===== config.mk =====
export PLATFORM = sky130hd
export DESIGN_NAME = dhte_ram
export DESIGN_NICKNAME = d
export VERILOG_FILES = /design/src/rtl/core/double_hash_table_engine_macros.svh /design/src/rtl/core/dhte_ram.sv
export SDC_FILE = /design/constraint.sdc
export NUM_CORES = 1
export LEC_CHECK = 0
export BUFFER_PORTS_ARGS = -buffer_cell sky130_fd_sc_hd__buf_2
export CAP_MARGIN = 30
export CELL_PAD_IN_SITES_DETAIL_PLACEMENT = 1
export CELL_PAD_IN_SITES_GLOBAL_PLACEMENT = 1
export CORE_MARGIN = 3
export CORE_UTILIZATION = 57
export CTS_CLUSTER_DIAMETER = 50
export DETAILED_ROUTE_END_ITERATION = 7
export PLACE_DENSITY_LB_ADDON = 0.1
export SLEW_MARGIN = 10
export SYNTH_ARGS = -nofsm -noshare
export SYNTH_HDL_FRONTEND = slang
export SYNTH_SLANG_ARGS = --single-unit

===== constraint.sdc =====
create_clock -name clk -period 5.9 [get_ports clk]
set_clock_uncertainty 0.2 [all_clocks]
set_input_delay 0.59 -clock clk [delete_from_list [all_inputs] [get_ports clk]]
set_output_delay 0.59 -clock clk [all_outputs]
set_load 0.03 [all_outputs]

===== src/rtl/core/double_hash_table_engine_macros.svh =====
// ----------------------------------------------------------------------------
// Assertion macros for the double hash table engine
// Concurrent checks on the clock, disabled while reset is asserted.
// ----------------------------------------------------------------------------
`ifndef DOUBLE_HASH_TABLE_ENGINE_MACROS_SVH
`define DOUBLE_HASH_TABLE_ENGINE_MACROS_SVH

`ifndef ASSERT_OFF

// Check that a property holds on every edge outside reset
`define DHTE_ASSERT(lbl, clk, rstn, prop, msg) \
  lbl: assert property (@(posedge clk) disable iff (!(rstn)) (prop)) else $error(msg);

// Check that a condition never occurs outside reset
`define DHTE_NEVER(lbl, clk, rstn, cond, msg) \
  lbl: assert property (@(posedge clk) disable iff (!(rstn)) !(cond)) else $error(msg);

`else

`define DHTE_ASSERT(lbl, clk, rstn, prop, msg)
`define DHTE_NEVER(lbl, clk, rstn, cond, msg)

`endif

`endif


===== src/rtl/core/dhte_ram.sv =====
// ----------------------------------------------------------------------------
// dhte_ram
// Generic single-write, single-read RAM with a registered read port.
// ----------------------------------------------------------------------------
module dhte_ram #(
  parameter int WIDTH = 8,
  parameter int DEPTH = 16
) (
  input  logic                     clk,
  input  logic                     we,
  input  logic [$clog2(DEPTH)-1:0] waddr,
  input  logic [WIDTH-1:0]         wdata,
  input  logic [$clog2(DEPTH)-1:0] raddr,
  output logic [WIDTH-1:0]         rdata
);

  logic [WIDTH-1:0] mem [DEPTH];

  // Write port
  always_ff @(posedge clk) begin
    if (we) begin
      mem[waddr] <= wdata;
    end
  end

  // Registered read port
  always_ff @(posedge clk) begin
    rdata <= mem[raddr];
  end

endmodule


# After elaboration in Yosys (flattened, before gate mapping)
# Memories as Yosys holds them, arrays and structs flattened. A register that Yosys moved wholly into a read port is not among the register bits.
# Index checks and enable logic that the tools add are counted.
# op_classes
mux	2
# op_table
operator	n
$mux 1	2
# totals
word_cells	3
n_memories	1
ram_bits	128
in_bits	18
out_inout_bits	8
ff_bits	0
# mem_list
name	depth	width	rd	rd_clocked_by_memory_dff	write_ports	line	text
mem	16	8	1	1	1	dhte_ram.sv:17	logic [WIDTH-1:0] mem [DEPTH];

# Longest topological paths before layout
# depth
depth_word	2
mapped_depth	5
depth_no_buf	3

# Least setup slack after synthesis
# Ideal clock, no wire load.
# synth_timing
path_kind	input port to flip-flop
from	input port waddr[2]
to	memory mem[0][0] (enable)
path_buffers	0
slack_ns	3.617
cell_stages	2
required_ns	5.317
arrival_ns	1.700
cell_sequence	or3b_2 > nor3_1
# synth_rtl
item	line	text
start, declared	dhte_ram.sv:11	input logic [$clog2(DEPTH)-1:0] waddr,
end, declared	dhte_ram.sv:17	
# Straight into the memory's write port.

==> summary.md <==
| Metric | Value |
|---|---|
| Antenna violations before repair | `0` |
| CTS tree | `done` |
| Max Fclk | `between 400 and 500 MHz` |
| Routing usage on met2 | `35.3%` |
| Num ports | `26` |
| Number of global-route vias before repair | `2545` |
| Netlist Area Pre-Place | `roughly 5100 um2` |
| Hold_buf cts | `0` |
| Layout cells sized above 1 | `slightly below 30%` |
| Worst Hold Depth | `1` |
| Clock latency on the worst-skew pair | `between 0.5 and 0.6 ns` |
| Core Region | `between 8000 and 9000 um2` |
| Relative slew slack | `about 38%` |
| Power Total | `2160 uW` |
| Clock root cell | `clkbuf_8` |
| Fin. max-slew vios | `0` |
| CP top delay family | `buffers and inverters` |
| Seq. cell area | `roughly 4000 um2` |
| R2R Path End | `rdata[2]` |
| DRC violations left | `0` |
| Post-cts sizing count | `0` |
| Row count | `34` |
| Synth Register Bits | `roughly 140` |
| Sequential area share after synthesis | `between 70% and 80%` |
| Fin cells | `just under 400` |
| Chip height | `about 100 um` |
| CP Capture Type | `flip-flop` |
| Post-layout worst setup margin | `3.83 ns` |
| Synthesis-to-finish area growth | `15.3%` |
| Worst Path Arrival | `2.26 ns` |
| Critical Path RT | `roughly 6.1 ns` |
| Final Core Density | `between 60% and 70%` |
| Critical path startpoint category | `input pin` |
| Die area | `around 10000 um2` |
| Worst path slowest cell | `mux4_1` |
| Syn Nets | `about 250` |
| CP peak stage delay | `about 0.6 ns` |
| PD cells | `around 360 nW/um2` |
| Max cap viols | `0` |
| Num CTS Buffers | `17` |
| Worst r2r src | `mem[2][2]` |
| HPWL after DPL | `about 6.4 mm` |
| GRT met1 Usage | `32.7%` |
| Min-Delay Endpoint | `mem[15][0]` |
| First-pass iteration count of the detailed router | `5` |
| Ys Warns | `0` |
| GR Util met3 | `around 5.7%` |
| TNS Setup | `0 ns` |
| Die Span X | `around 100 um` |
| Layout Nets | `between 200 and 300` |
| First-pass GRT wire length | `approximately 16 mm` |
| CTS sink cnt | `136` |
| Synth top area share | `roughly 75%` |
| Cells after Synth | `about 230` |
| Worst-path fanout max | `20` |
| Final worst path period need | `2.07 ns` |
| WS Path Type | `in2reg` |
| Post-route ant nets | `0` |
| DP Worst Slack | `around 3.3 ns` |
| Largest net degree at the start of global routing | `33` |
| N_diodes | `0` |
| Synth cell types | `19` |
| DRT iter0 DRCs | `227` |
| Placed instance count | `around 350` |
| HP Start | `wdata[0]` |
| Final period utilization | `35.0%` |
| Final setup vio count | `0` |
| H-tree Lvls | `4` |
| GPL Wtd Cong | `between 0.7 and 0.8` |
| Final hold violations | `0` |
| Area occupied by multi-input gates | `about 1100 um2` |
| CP cell instances | `buf_2 > buf_12 > mux4_1 > a22oi_1 > nand2_1` |
| Via Count | `about 2.5k` |
| DR WL/cell | `27.2 um` |
| Worst Reg-to-Reg Cells | `3` |
| Total Routing Usage GR | `a little under a quarter` |
| Fill cell count | `694` |
| # port buffers | `25` |
| Vias/cell | `approximately 6.3` |
| Initial core utilization | `58.7%` |
| Clock transition at the registers of the reported paths | `0.06 ns` |
| R2R setup slack | `about 4.3 ns` |
| Leakage | `between 0.0015 and 0.002 uW` |
| Gr ovfl total | `0` |
| RSZ-0062 raised after global routing | `no` |
| Setup bufs post-CTS | `0` |
| Area leader, netlist | `edfxtp_1` |
| CP bufs+invs | `2` |
| Max IR drop VDD | `a little over 0.0002 V` |
| Worst Hold Class | `in2reg` |
| Worst-case clock buffer depth | `2` |
| Largest cells by area after synthesis | `edfxtp_1 (75%), mux4_2 (7.9%), mux4_1 (7.1%), dfxtp_1 (3.1%), a22oi_1 (2.3%)` |
| Avg Inst Size Synth | `~22 um2` |
| Worst Max-Slew Pin Slew | `between 0.9 and 1 ns` |
| Routed wire length | `about 11 mm` |
| Grt peak-use layer | `met2` |
| Status | `finished, final reports clean` |
## placed cells by master, fill, tap and decap left out, types with 2 or more instances in the layout
cell type | netlist | routed
nor3_2 | 0 | 3
nand3b_1 | 2 | 2
mux4_1 | 14 | 14
buf_4 | 1 | 3
dfxtp_1 | 8 | 8
a22oi_1 | 16 | 16
edfxtp_1 | 128 | 128
buf_2 | 3 | 25
inv_6 | 0 | 2
clkbuf_16 | 0 | 16
mux4_2 | 18 | 18
clkinvlp_4 | 0 | 7
nand2b_1 | 2 | 2
clkinv_4 | 0 | 2
nand2_1 | 9 | 9
nor2_1 | 13 | 13
clkbuf_8 | 0 | 2
## kinds of logic after synthesis
| kind of cell | after synthesis | share of synthesized area (%) |
|---|---|---|
| simple gates | 35 | 3.18 |
| mux | 32 | 15.0 |
| flops | 136 | 77.8 |
| buf+inv | 10 | 1.68 |
| compound gates | 16 | 2.33 |
## worst max-delay path by stage
stage,from,endpoint,cells after the start
final,raddr[0],rdata[2],5
after global routing,raddr[0],rdata[2],5
after CTS,raddr[0],rdata[2],5
after detailed placement,raddr[0],rdata[2],5
after global placement,waddr[2],mem[0][3],3
after floorplan,waddr[2],mem[0][0],2
## registers in the layout (all words and copies together) (netlist names)
register and flops:
mem 128, rdata 8
## synth_stat cells
master,count
buf_4,1
edfxtp_1,128
nor2b_1,1
dfxtp_1,8
nor2_1,13
clkdlybuf4s25_2,3
buf_6,3
a22oi_1,16
nand3b_1,2
buf_2,3
and2_1,1
and2b_1,1
nor3_1,4
mux4_2,18
or3b_2,1
nand3_1,1
nand2_1,9
nand2b_1,2
mux4_1,14
## stage by stage
stage          cell area [um2]  hold WS (ns)
2_1_floorplan             5150         0.429
3_3_place_gp              5340         0.459
3_5_place_dp              5360         0.473
4_1_cts                   5920         0.246
5_1_grt                   5930         0.253
6_report                  5930         0.265
## power by group
group          internal, uW  switching [uW]  leakage, uW
sequential             1080            7.25      0.00122
clock                   572             394     0.000249
combinational          40.4            70.6     0.000499
## area by class of cell
| cell class | count | area share, % |
|---|---|---|
| Clock inverter | 13 | 2.07 |
| Sequential cell | 136 | 67.5 |
| Tap cell | 108 | 2.28 |
| Timing Repair Buffer | 29 | 2.83 |
| Clock buffer | 19 | 7.28 |
| Multi-Input combinational cell | 83 | 18.1 |
## routing by layer
metal  up-vias  share of wire [%]  wire length (um)
li1       1055                  -                 -
met3        12                4.0               419
met1      1320                 45              4720
met5         -                  0                 0
met4         0                1.5               155
met2        68                 50              5270
Power figures use the tool's default switching activity.
