**src/rtl/core/double_hash_table_engine_macros.svh**
```systemverilog
// ----------------------------------------------------------------------------
// Assertion macros for the double hash table engine
// Concurrent checks on the clock, disabled while reset is asserted.
// ----------------------------------------------------------------------------
`ifndef DOUBLE_HASH_TABLE_ENGINE_MACROS_SVH
`define DOUBLE_HASH_TABLE_ENGINE_MACROS_SVH

`ifndef ASSERT_OFF

// Check that a property holds on every edge outside reset
`define DHTE_ASSERT(lbl, clk, rstn, prop, msg) \
  lbl: assert property (@(posedge clk) disable iff (!(rstn)) (prop)) else $error(msg);

// Check that a condition never occurs outside reset
`define DHTE_NEVER(lbl, clk, rstn, cond, msg) \
  lbl: assert property (@(posedge clk) disable iff (!(rstn)) !(cond)) else $error(msg);

`else

`define DHTE_ASSERT(lbl, clk, rstn, prop, msg)
`define DHTE_NEVER(lbl, clk, rstn, cond, msg)

`endif

`endif

```
**src/rtl/core/dhte_pkg.sv**
```systemverilog
// ----------------------------------------------------------------------------
// dhte_pkg
// Shared sizes, codes and types of the double hash table engine.
// ----------------------------------------------------------------------------
package dhte_pkg;

  // Table geometry
  localparam int TABLE_SIZE = 1021;
  localparam int ADDR_W     = $clog2(TABLE_SIZE);
  localparam int SIZE_W     = $clog2(TABLE_SIZE + 1);
  localparam int CNT_W      = $clog2(TABLE_SIZE + 1);
  localparam int SCALE_W    = 32 + SIZE_W;

  // Field widths
  localparam int KEY_W      = 31;
  localparam int VAL_W      = 32;
  localparam int MULT_W     = 32;
  localparam int KIND_W     = 2;
  localparam int STATUS_W   = 3;
  localparam int LIVE_W     = 10;
  localparam int SST_W      = 2;
  localparam int WORD_W     = SST_W + KEY_W + VAL_W;
  localparam int IN_DATA_W  = 64;
  localparam int OUT_DATA_W = 48;
  localparam int CFG_IDX_W  = 2;

  // Derived constants
  localparam logic [SIZE_W-1:0] SIZE_C     = SIZE_W'(TABLE_SIZE);
  localparam logic [SIZE_W-1:0] SIZE_M1_C  = SIZE_W'(TABLE_SIZE - 1);
  localparam logic [ADDR_W:0]   SIZE_WIDE  = (ADDR_W + 1)'(TABLE_SIZE);
  localparam logic [ADDR_W-1:0] ADDR_LAST  = ADDR_W'(TABLE_SIZE - 1);
  localparam logic [CNT_W-1:0]  LOAD_LIMIT = CNT_W'(TABLE_SIZE / 4);

  // Configuration register reset values
  localparam logic [MULT_W-1:0] BASE_MULT_RST = 32'd2654435769;
  localparam logic [MULT_W-1:0] STEP_MULT_RST = 32'd1779033704;

  // Configuration register indexes
  localparam logic [CFG_IDX_W-1:0] CFG_BASE_MULT = 2'd0;
  localparam logic [CFG_IDX_W-1:0] CFG_STEP_MULT = 2'd1;

  typedef enum logic [KIND_W-1:0] {
    KIND_INSERT = 2'd0,
    KIND_FIND   = 2'd1,
    KIND_REMOVE = 2'd2
  } kind_t;

  typedef enum logic [STATUS_W-1:0] {
    ST_INSERTED  = 3'd0,
    ST_DUPLICATE = 3'd1,
    ST_FOUND     = 3'd2,
    ST_NOT_FOUND = 3'd3,
    ST_REMOVED   = 3'd4,
    ST_EXHAUSTED = 3'd5
  } status_t;

  typedef enum logic [SST_W-1:0] {
    SLOT_EMPTY    = 2'd0,
    SLOT_OCCUPIED = 2'd1,
    SLOT_DELETED  = 2'd2
  } slot_state_t;

  typedef enum logic [2:0] {
    FSM_CLEAR,
    FSM_IDLE,
    FSM_HASH1,
    FSM_HASH2,
    FSM_READ,
    FSM_CHECK
  } fsm_t;

  // Probe start and step from the hash unit
  typedef struct packed {
    logic [ADDR_W-1:0] start;
    logic [ADDR_W-1:0] step;
  } hash_t;

endpackage

```
**src/rtl/core/dhte_hash.sv**
```systemverilog
// ----------------------------------------------------------------------------
// dhte_hash
// Probe start and step from a key: multiplicative fractions, then scaling.
// ----------------------------------------------------------------------------
module dhte_hash (
  input  logic                         clk,
  input  logic [dhte_pkg::KEY_W-1:0]   key,
  input  logic [dhte_pkg::MULT_W-1:0]  base_mult,
  input  logic [dhte_pkg::MULT_W-1:0]  step_mult,
  output dhte_pkg::hash_t              hash
);

  logic [dhte_pkg::MULT_W-1:0]  frac_a_r;
  logic [dhte_pkg::MULT_W-1:0]  frac_b_r;
  logic [dhte_pkg::MULT_W-1:0]  frac_a_nxt;
  logic [dhte_pkg::MULT_W-1:0]  frac_b_nxt;
  logic [dhte_pkg::SCALE_W-1:0] scaled_a;
  logic [dhte_pkg::SCALE_W-1:0] scaled_b;

  // Keep the low word of multiplier times key as a 0.32 fraction
  assign frac_a_nxt = base_mult * {1'b0, key};
  assign frac_b_nxt = step_mult * {1'b0, key};

  always_ff @(posedge clk) begin
    frac_a_r <= frac_a_nxt;
    frac_b_r <= frac_b_nxt;
  end

  // Scale by size (start) or size - 1 (step); the integer part is the result
  assign scaled_a = {{dhte_pkg::SIZE_W{1'b0}}, frac_a_r}
                  * {{dhte_pkg::MULT_W{1'b0}}, dhte_pkg::SIZE_C};
  assign scaled_b = {{dhte_pkg::SIZE_W{1'b0}}, frac_b_r}
                  * {{dhte_pkg::MULT_W{1'b0}}, dhte_pkg::SIZE_M1_C};

  assign hash.start = scaled_a[dhte_pkg::MULT_W +: dhte_pkg::ADDR_W];
  assign hash.step  = scaled_b[dhte_pkg::MULT_W +: dhte_pkg::ADDR_W]
                    + dhte_pkg::ADDR_W'(1);

endmodule

```
**config.mk**
```make
export PLATFORM = sky130hd
export DESIGN_NAME = dhte_hash
export DESIGN_NICKNAME = d
export VERILOG_FILES = /design/src/rtl/core/double_hash_table_engine_macros.svh /design/src/rtl/core/dhte_pkg.sv /design/src/rtl/core/dhte_hash.sv
export SDC_FILE = /design/constraint.sdc
export NUM_CORES = 2
export LEC_CHECK = 0
export BUFFER_PORTS_ARGS = -buffer_cell sky130_fd_sc_hd__buf_4
export CAP_MARGIN = 20
export CORE_MARGIN = 4
export CORE_UTILIZATION = 55
export DETAILED_ROUTE_END_ITERATION = 16
export GPL_TIMING_DRIVEN = 0
export PLACE_DENSITY = 0.71
export SLEW_MARGIN = 25
export SYNTH_ARGS = -nofsm -noshare
export SYNTH_HDL_FRONTEND = slang
export SYNTH_SLANG_ARGS = --single-unit
export TNS_END_PERCENT = 5
```
**constraint.sdc**
```tcl
create_clock -name clk -period 10.3 [get_ports clk]
set_input_delay 2.06 -clock clk [delete_from_list [all_inputs] [get_ports clk]]
set_output_delay 2.06 -clock clk [all_outputs]
set_load 0.03 [all_outputs]
```
== Word level (Yosys, flattened, before mapping) ==
Cells that the tools add are included.

* Bits of input ports: 96
* Word-level logic and storage cells: 7
* Bits in read-only memories: 0
* Register bits: 64
* Bits in latches: 0
* Bits in writable memories: 0
* Output and inout bits: 20
* Memories: 0

* Divide/modulo/power cells: 0
* Bitwise operators: 0
* Multipliers: 4
* $add $sub $neg: 1
* Order comparisons: 0
* Multiplexer cells: 0
* Shift operators: 0
* Reduce and logical (&&, ||, !) cells: 0
* Equal/unequal tests: 0

{| class="wikitable"
|+ Operators by type and width
! kind !! number
|-
| multiplier 32 x 31 -> 32 bit || 2
|-
| multiplier 32 x 10 -> 42 bit (second input constant) || 1
|-
| multiplier 32 x 8 -> 40 bit (second input constant) || 1
|-
| adder 10 x 1 -> 10 bit (second input constant) || 1
|}

== Longest topological paths before layout ==
* Depth in word-level cells: 2
* Mapped depth: 27
* Gate-level depth less buffers: 25

== Worst setup path after synthesis ==
OpenSTA, ideal clock, no wires.

* Path type: input to register
* From: input port key[4] in the netlist's numbering
* To: register frac_a_r[29] in the netlist's numbering
* Buffers on the path: 2
* Path slack: 1,520 ps
* Required time: 10,228 ps
* Library setup time: 72 ps
* Cell stages on the path: 25
* Data arrival time: 8,707 ps
* Path through: clkbuf_1 -> clkbuf_1 -> and2_1 -> fa_1 -> fa_1 -> fa_1 -> inv_1 -> fa_1 -> inv_1 -> fa_1 -> inv_1 -> fa_1 -> inv_1 -> fa_1 -> fa_1 -> ha_1 -> and3_1 -> and3_1 -> a221o_1 -> o2111ai_1 -> a31oi_1 -> o41ai_1 -> o21bai_1 -> a21oi_1 -> xnor2_1

* Cells in the longest elaborated chain, start to end: 1

{| class="wikitable"
|+ RTL lines
! element !! line !! RTL
|-
| from (decl) || dhte_hash.sv:7 || <nowiki>input logic [dhte_pkg::KEY_W-1:0] key,</nowiki>
|-
| multiplier 32 x 31 -> 32 bit || dhte_hash.sv:21 || <nowiki>assign frac_a_nxt = base_mult * {1'b0, key};</nowiki>
|-
| net frac_a_nxt, one bit || dhte_hash.sv:15 || <nowiki>logic [dhte_pkg::MULT_W-1:0] frac_a_nxt;</nowiki>
|-
| to (signal assigned) || dhte_hash.sv:25 || <nowiki>frac_a_r <= frac_a_nxt;</nowiki>
|-
| to (decl) || dhte_hash.sv:13 || <nowiki>logic [dhte_pkg::MULT_W-1:0] frac_a_r;</nowiki>
|}

The timed path passes the listed nets, and every way through them passes these cells.

== Worst setup path after layout ==
* From: input port key[9] in the netlist's numbering
* To: register frac_a_r[31] in the netlist's numbering

The elaborated chain is that of the path after synthesis.

==> results.txt <==
- The netlist uses 70 different library cells.
- The hold violation count in the final report is 0.
- Sort of element at the end of the critical path: register
- Synth Flop Type: sky130_fd_sc_hd__dfxtp_1
- Counting the buffers created by CTS gives 9.
- The area growth from synthesis to layout is 5.526%.
* Top-level port count: 116
- Fraction of final layout cells sized beyond drive strength 1: 3.384%
* Upper clock frequency limit: 99.50 MHz
- Number of buffers inserted by port buffering: 96
* Starting density of the core: 55.54%
- Period Utilization, post-route: 97.58%
- The via count of the first global-routing pass is 34,960.
- Each instance of the synthesized netlist takes up on average 9.402 µm².
- For hold timing, the worst endpoint is frac_b_r[0].
- Count of routing violations after the opening detailed-route iteration: 2,280
* Arrival time at the worst endpoint: 10,310 ps
* Pin count of the biggest net entering global routing: 12
- Pin slew with the least headroom to its limit: 1153 ps
* Global-route wire length before repair: 199.7 mm
* Setup violations, final: 0
- Net total in the final layout: 6,419
* Unrepaired setup endpoints after global routing: false
- The number of pins with negative max-slew slack in the final report came to 0.
- CTS H-Tree Depth: 3
* CP max FO: 11
- For this run, the register share of the synthesized area comes to 2.915%.
- DR vias: 32,190
- Total Neg Setup Slack: 0 ps
- Area of the die: 84,490 µm²
- The floorplan step defined a core boundary enclosing 79,130 µm².
- The final layout contains routed wiring with a total length of 126.4 mm.
* Utilization of the core after routing: 58.61%
- Number of gates resized after CTS: 4
- Final weighted congestion in routability-driven placement: 1.026
- Tightest Hold Check Type: in -> reg
- Clock-pin slew was measured on the worst setup and hold paths at 60 ps.
- CTS tree: built
- Worst relative slew slack: 23.10%
- Initial antenna violation count: 6
* Post-synth EDFFs: 0
* Cell at the root of the clock tree: sky130_fd_sc_hd__clkbuf_16
* Count of antenna-violating nets left after detailed routing: 0
* Longest Clk Path Bufs: 2
* Synthesized instance count: 4,674
- Synth warnings: 0
- The floorplan step set the die height to 290.7 µm.
- Hpwl dp: 109.0 mm
* Avg WL per Cell: 21.64 µm
- DR vias/cell: 5.511
* Die Span X: 290.7 µm
- Number of post-CTS setup repair buffers: 0
- In this run, synthesis produced a sequential element count of 64.
* Worst hold path startpoint: step_mult[0]
- Row cnt: 103
* Hold Path Depth: 2
- Final min period: 10,050 ps
- Total clock sinks: 64
* Required time of the critical path: 10,560 ps
- Netlist area before placement: 43,950 µm²
- Critical path class: in -> reg
* Worst setup SP type: primary input
* Count of unresolved DRC violations after routing: 0
* Syn_nets: 6,311
* DR pass1 iterations: 7
- Status: complete, no violations
- Max-cap violations in this run came to 0.
- Remaining global-route overflow: 0
* Number of buffers added to fix hold violations after cts: 0
- Crit path from: key[9]
- Of all flip-flops after synthesis, the portion carrying an async set or reset was 0%.
- Global routing consumed, over all layers together, 31.08% of the routing resources.
[cell type report]
class / instances / area (µm²)
inverter: 1140 / 4279
timing repair buffer: 98 / 743.2
clock buffer: 11 / 252.7
buffer: 196 / 759.5
clock inverter: 5 / 78.83
sequential: 64 / 1281
fill: 7028 / 32750
multi-input combinational: 3273 / 37650
antenna: 5 / 12.51
tap: 1050 / 1314
[worst max-delay path by stage]
stage                    to  slack (ps)  cells past startpoint
2_1_floorplan  frac_a_r[29]        1520                     25
3_3_place_gp   frac_a_r[31]        -920                     26
3_5_place_dp   frac_a_r[31]        -720                     25
4_1_cts        frac_a_r[31]         130                     25
5_1_grt        frac_a_r[29]          70                     25
6_report       frac_a_r[31]         250                     25
[per-layer routing]
metal / GRT usage, % / part of all wire [%] / up-vias
met1: 40.81 / 39 / 16430
met2: 48.44 / 45 / 1515
met5: 0 / 0.036 / -
li1: - / - / 13860
met4: 15.70 / 6.6 / 8
met3: 7.626 / 9.7 / 378
[cell usage in the layout, fill, tap and decap left out, drive strengths merged, types with 7 or more instances in the layout]
cell | Yosys | layout
and3 | 8 | 8
o21a | 17 | 17
a21o | 38 | 38
nor3 | 16 | 16
xor2 | 43 | 43
xnor2 | 156 | 156
a211oi | 18 | 18
o21ai | 44 | 44
o211ai | 9 | 9
ha | 398 | 398
a21oi | 77 | 77
fa | 1143 | 1143
nand4 | 10 | 10
o21bai | 15 | 15
buf | 1 | 99
inv | 1140 | 1140
dfxtp | 64 | 64
nor2b | 9 | 9
nand2b | 9 | 9
or3 | 7 | 7
nand2 | 637 | 637
and2 | 467 | 467
nor2 | 57 | 57
nand3 | 29 | 29
clkbuf | 196 | 206
[synth_stat cells, drive strengths merged, types with 2 or more instances]
cell | number | area share (%)
fa | 1143 | 52
inv | 1140 | 9.7
nand2 | 637 | 5.4
and2 | 467 | 6.6
ha | 398 | 11
clkbuf | 196 | 1.7
xnor2 | 156 | 3.2
a21oi | 77 | 0.92
dfxtp | 64 | 2.9
nor2 | 57 | 0.49
o21ai | 44 | 0.50
xor2 | 43 | 0.86
a21o | 38 | 0.65
nand3 | 29 | 0.34
a211oi | 18 | 0.32
o21a | 17 | 0.29
nor3 | 16 | 0.21
o21bai | 15 | 0.26
nand4 | 10 | 0.19
nand2b | 9 | 0.13
nor2b | 9 | 0.13
o211ai | 9 | 0.17
and3 | 8 | 0.13
or3 | 7 | 0.10
a31oi | 6 | 0.085
o2111ai | 6 | 0.12
or2 | 6 | 0.085
nor4 | 5 | 0.071
and4 | 4 | 0.088
o41ai | 4 | 0.11
a22o | 3 | 0.060
a41o | 3 | 0.068
o31ai | 3 | 0.063
a2111oi | 2 | 0.054
a221o | 2 | 0.046
a311o | 2 | 0.046
o211a | 2 | 0.046
o221ai | 2 | 0.054
o22ai | 2 | 0.028
o311ai | 2 | 0.040
or4 | 2 | 0.034
[critical path, cell delays in order]
cell	delay, ps
sky130_fd_sc_hd__clkbuf_1	810
sky130_fd_sc_hd__clkbuf_1	850
sky130_fd_sc_hd__nand2_1	180
sky130_fd_sc_hd__fa_1	510
sky130_fd_sc_hd__fa_1	430
sky130_fd_sc_hd__inv_1	80
sky130_fd_sc_hd__fa_1	160
sky130_fd_sc_hd__inv_1	60
sky130_fd_sc_hd__fa_1	500
sky130_fd_sc_hd__inv_1	50
sky130_fd_sc_hd__fa_1	490
sky130_fd_sc_hd__inv_1	50
sky130_fd_sc_hd__fa_1	520
sky130_fd_sc_hd__inv_1	50
sky130_fd_sc_hd__fa_1	510
sky130_fd_sc_hd__fa_1	420
sky130_fd_sc_hd__ha_1	340
sky130_fd_sc_hd__and3_1	220
sky130_fd_sc_hd__and3_1	210
sky130_fd_sc_hd__a221o_1	330
sky130_fd_sc_hd__o2111ai_1	290
sky130_fd_sc_hd__a31oi_1	220
sky130_fd_sc_hd__o41ai_2	550
sky130_fd_sc_hd__o21ai_0	220
sky130_fd_sc_hd__xnor2_1	160
[state kept, by name (all words and copies together), names as in the netlist]
register,cells
frac_a_r,32
frac_b_r,32
[kinds of logic (layout without fill, tap and decap cells)]
| family | Yosys count | in the layout | synth area share [%] |
|---|---|---|---|
| adders and majority gates | 1541 | 1541 | 63.40 |
| buffers and inverters | 1337 | 1450 | 11.42 |
| and+or+nand+nor | 1266 | 1266 | 14.08 |
| AOI/OAI and AO/OA | 267 | 267 | 4.165 |
| xor gates and xnor gates | 199 | 199 | 4.026 |
| DFF | 64 | 64 | 2.915 |
| other | 0 | 5 | 0 |
[through the flow]
step	cell area (µm²)	setup slack, ps	hold slack [ps]	cells
floorplan	43950	1520	2187	4674
finish	46380	249.3	1958	5842
CTS	46340	128.3	1924	5836
global placement	45980	-917.9	2320	5820
global route	46360	67.82	1965	5837
detailed placement	46010	-721.2	2335	5821
Power is left out: the tool's default activity adds up to more than one toggle a clock period on the data nets, which glitch-free logic cannot reach.
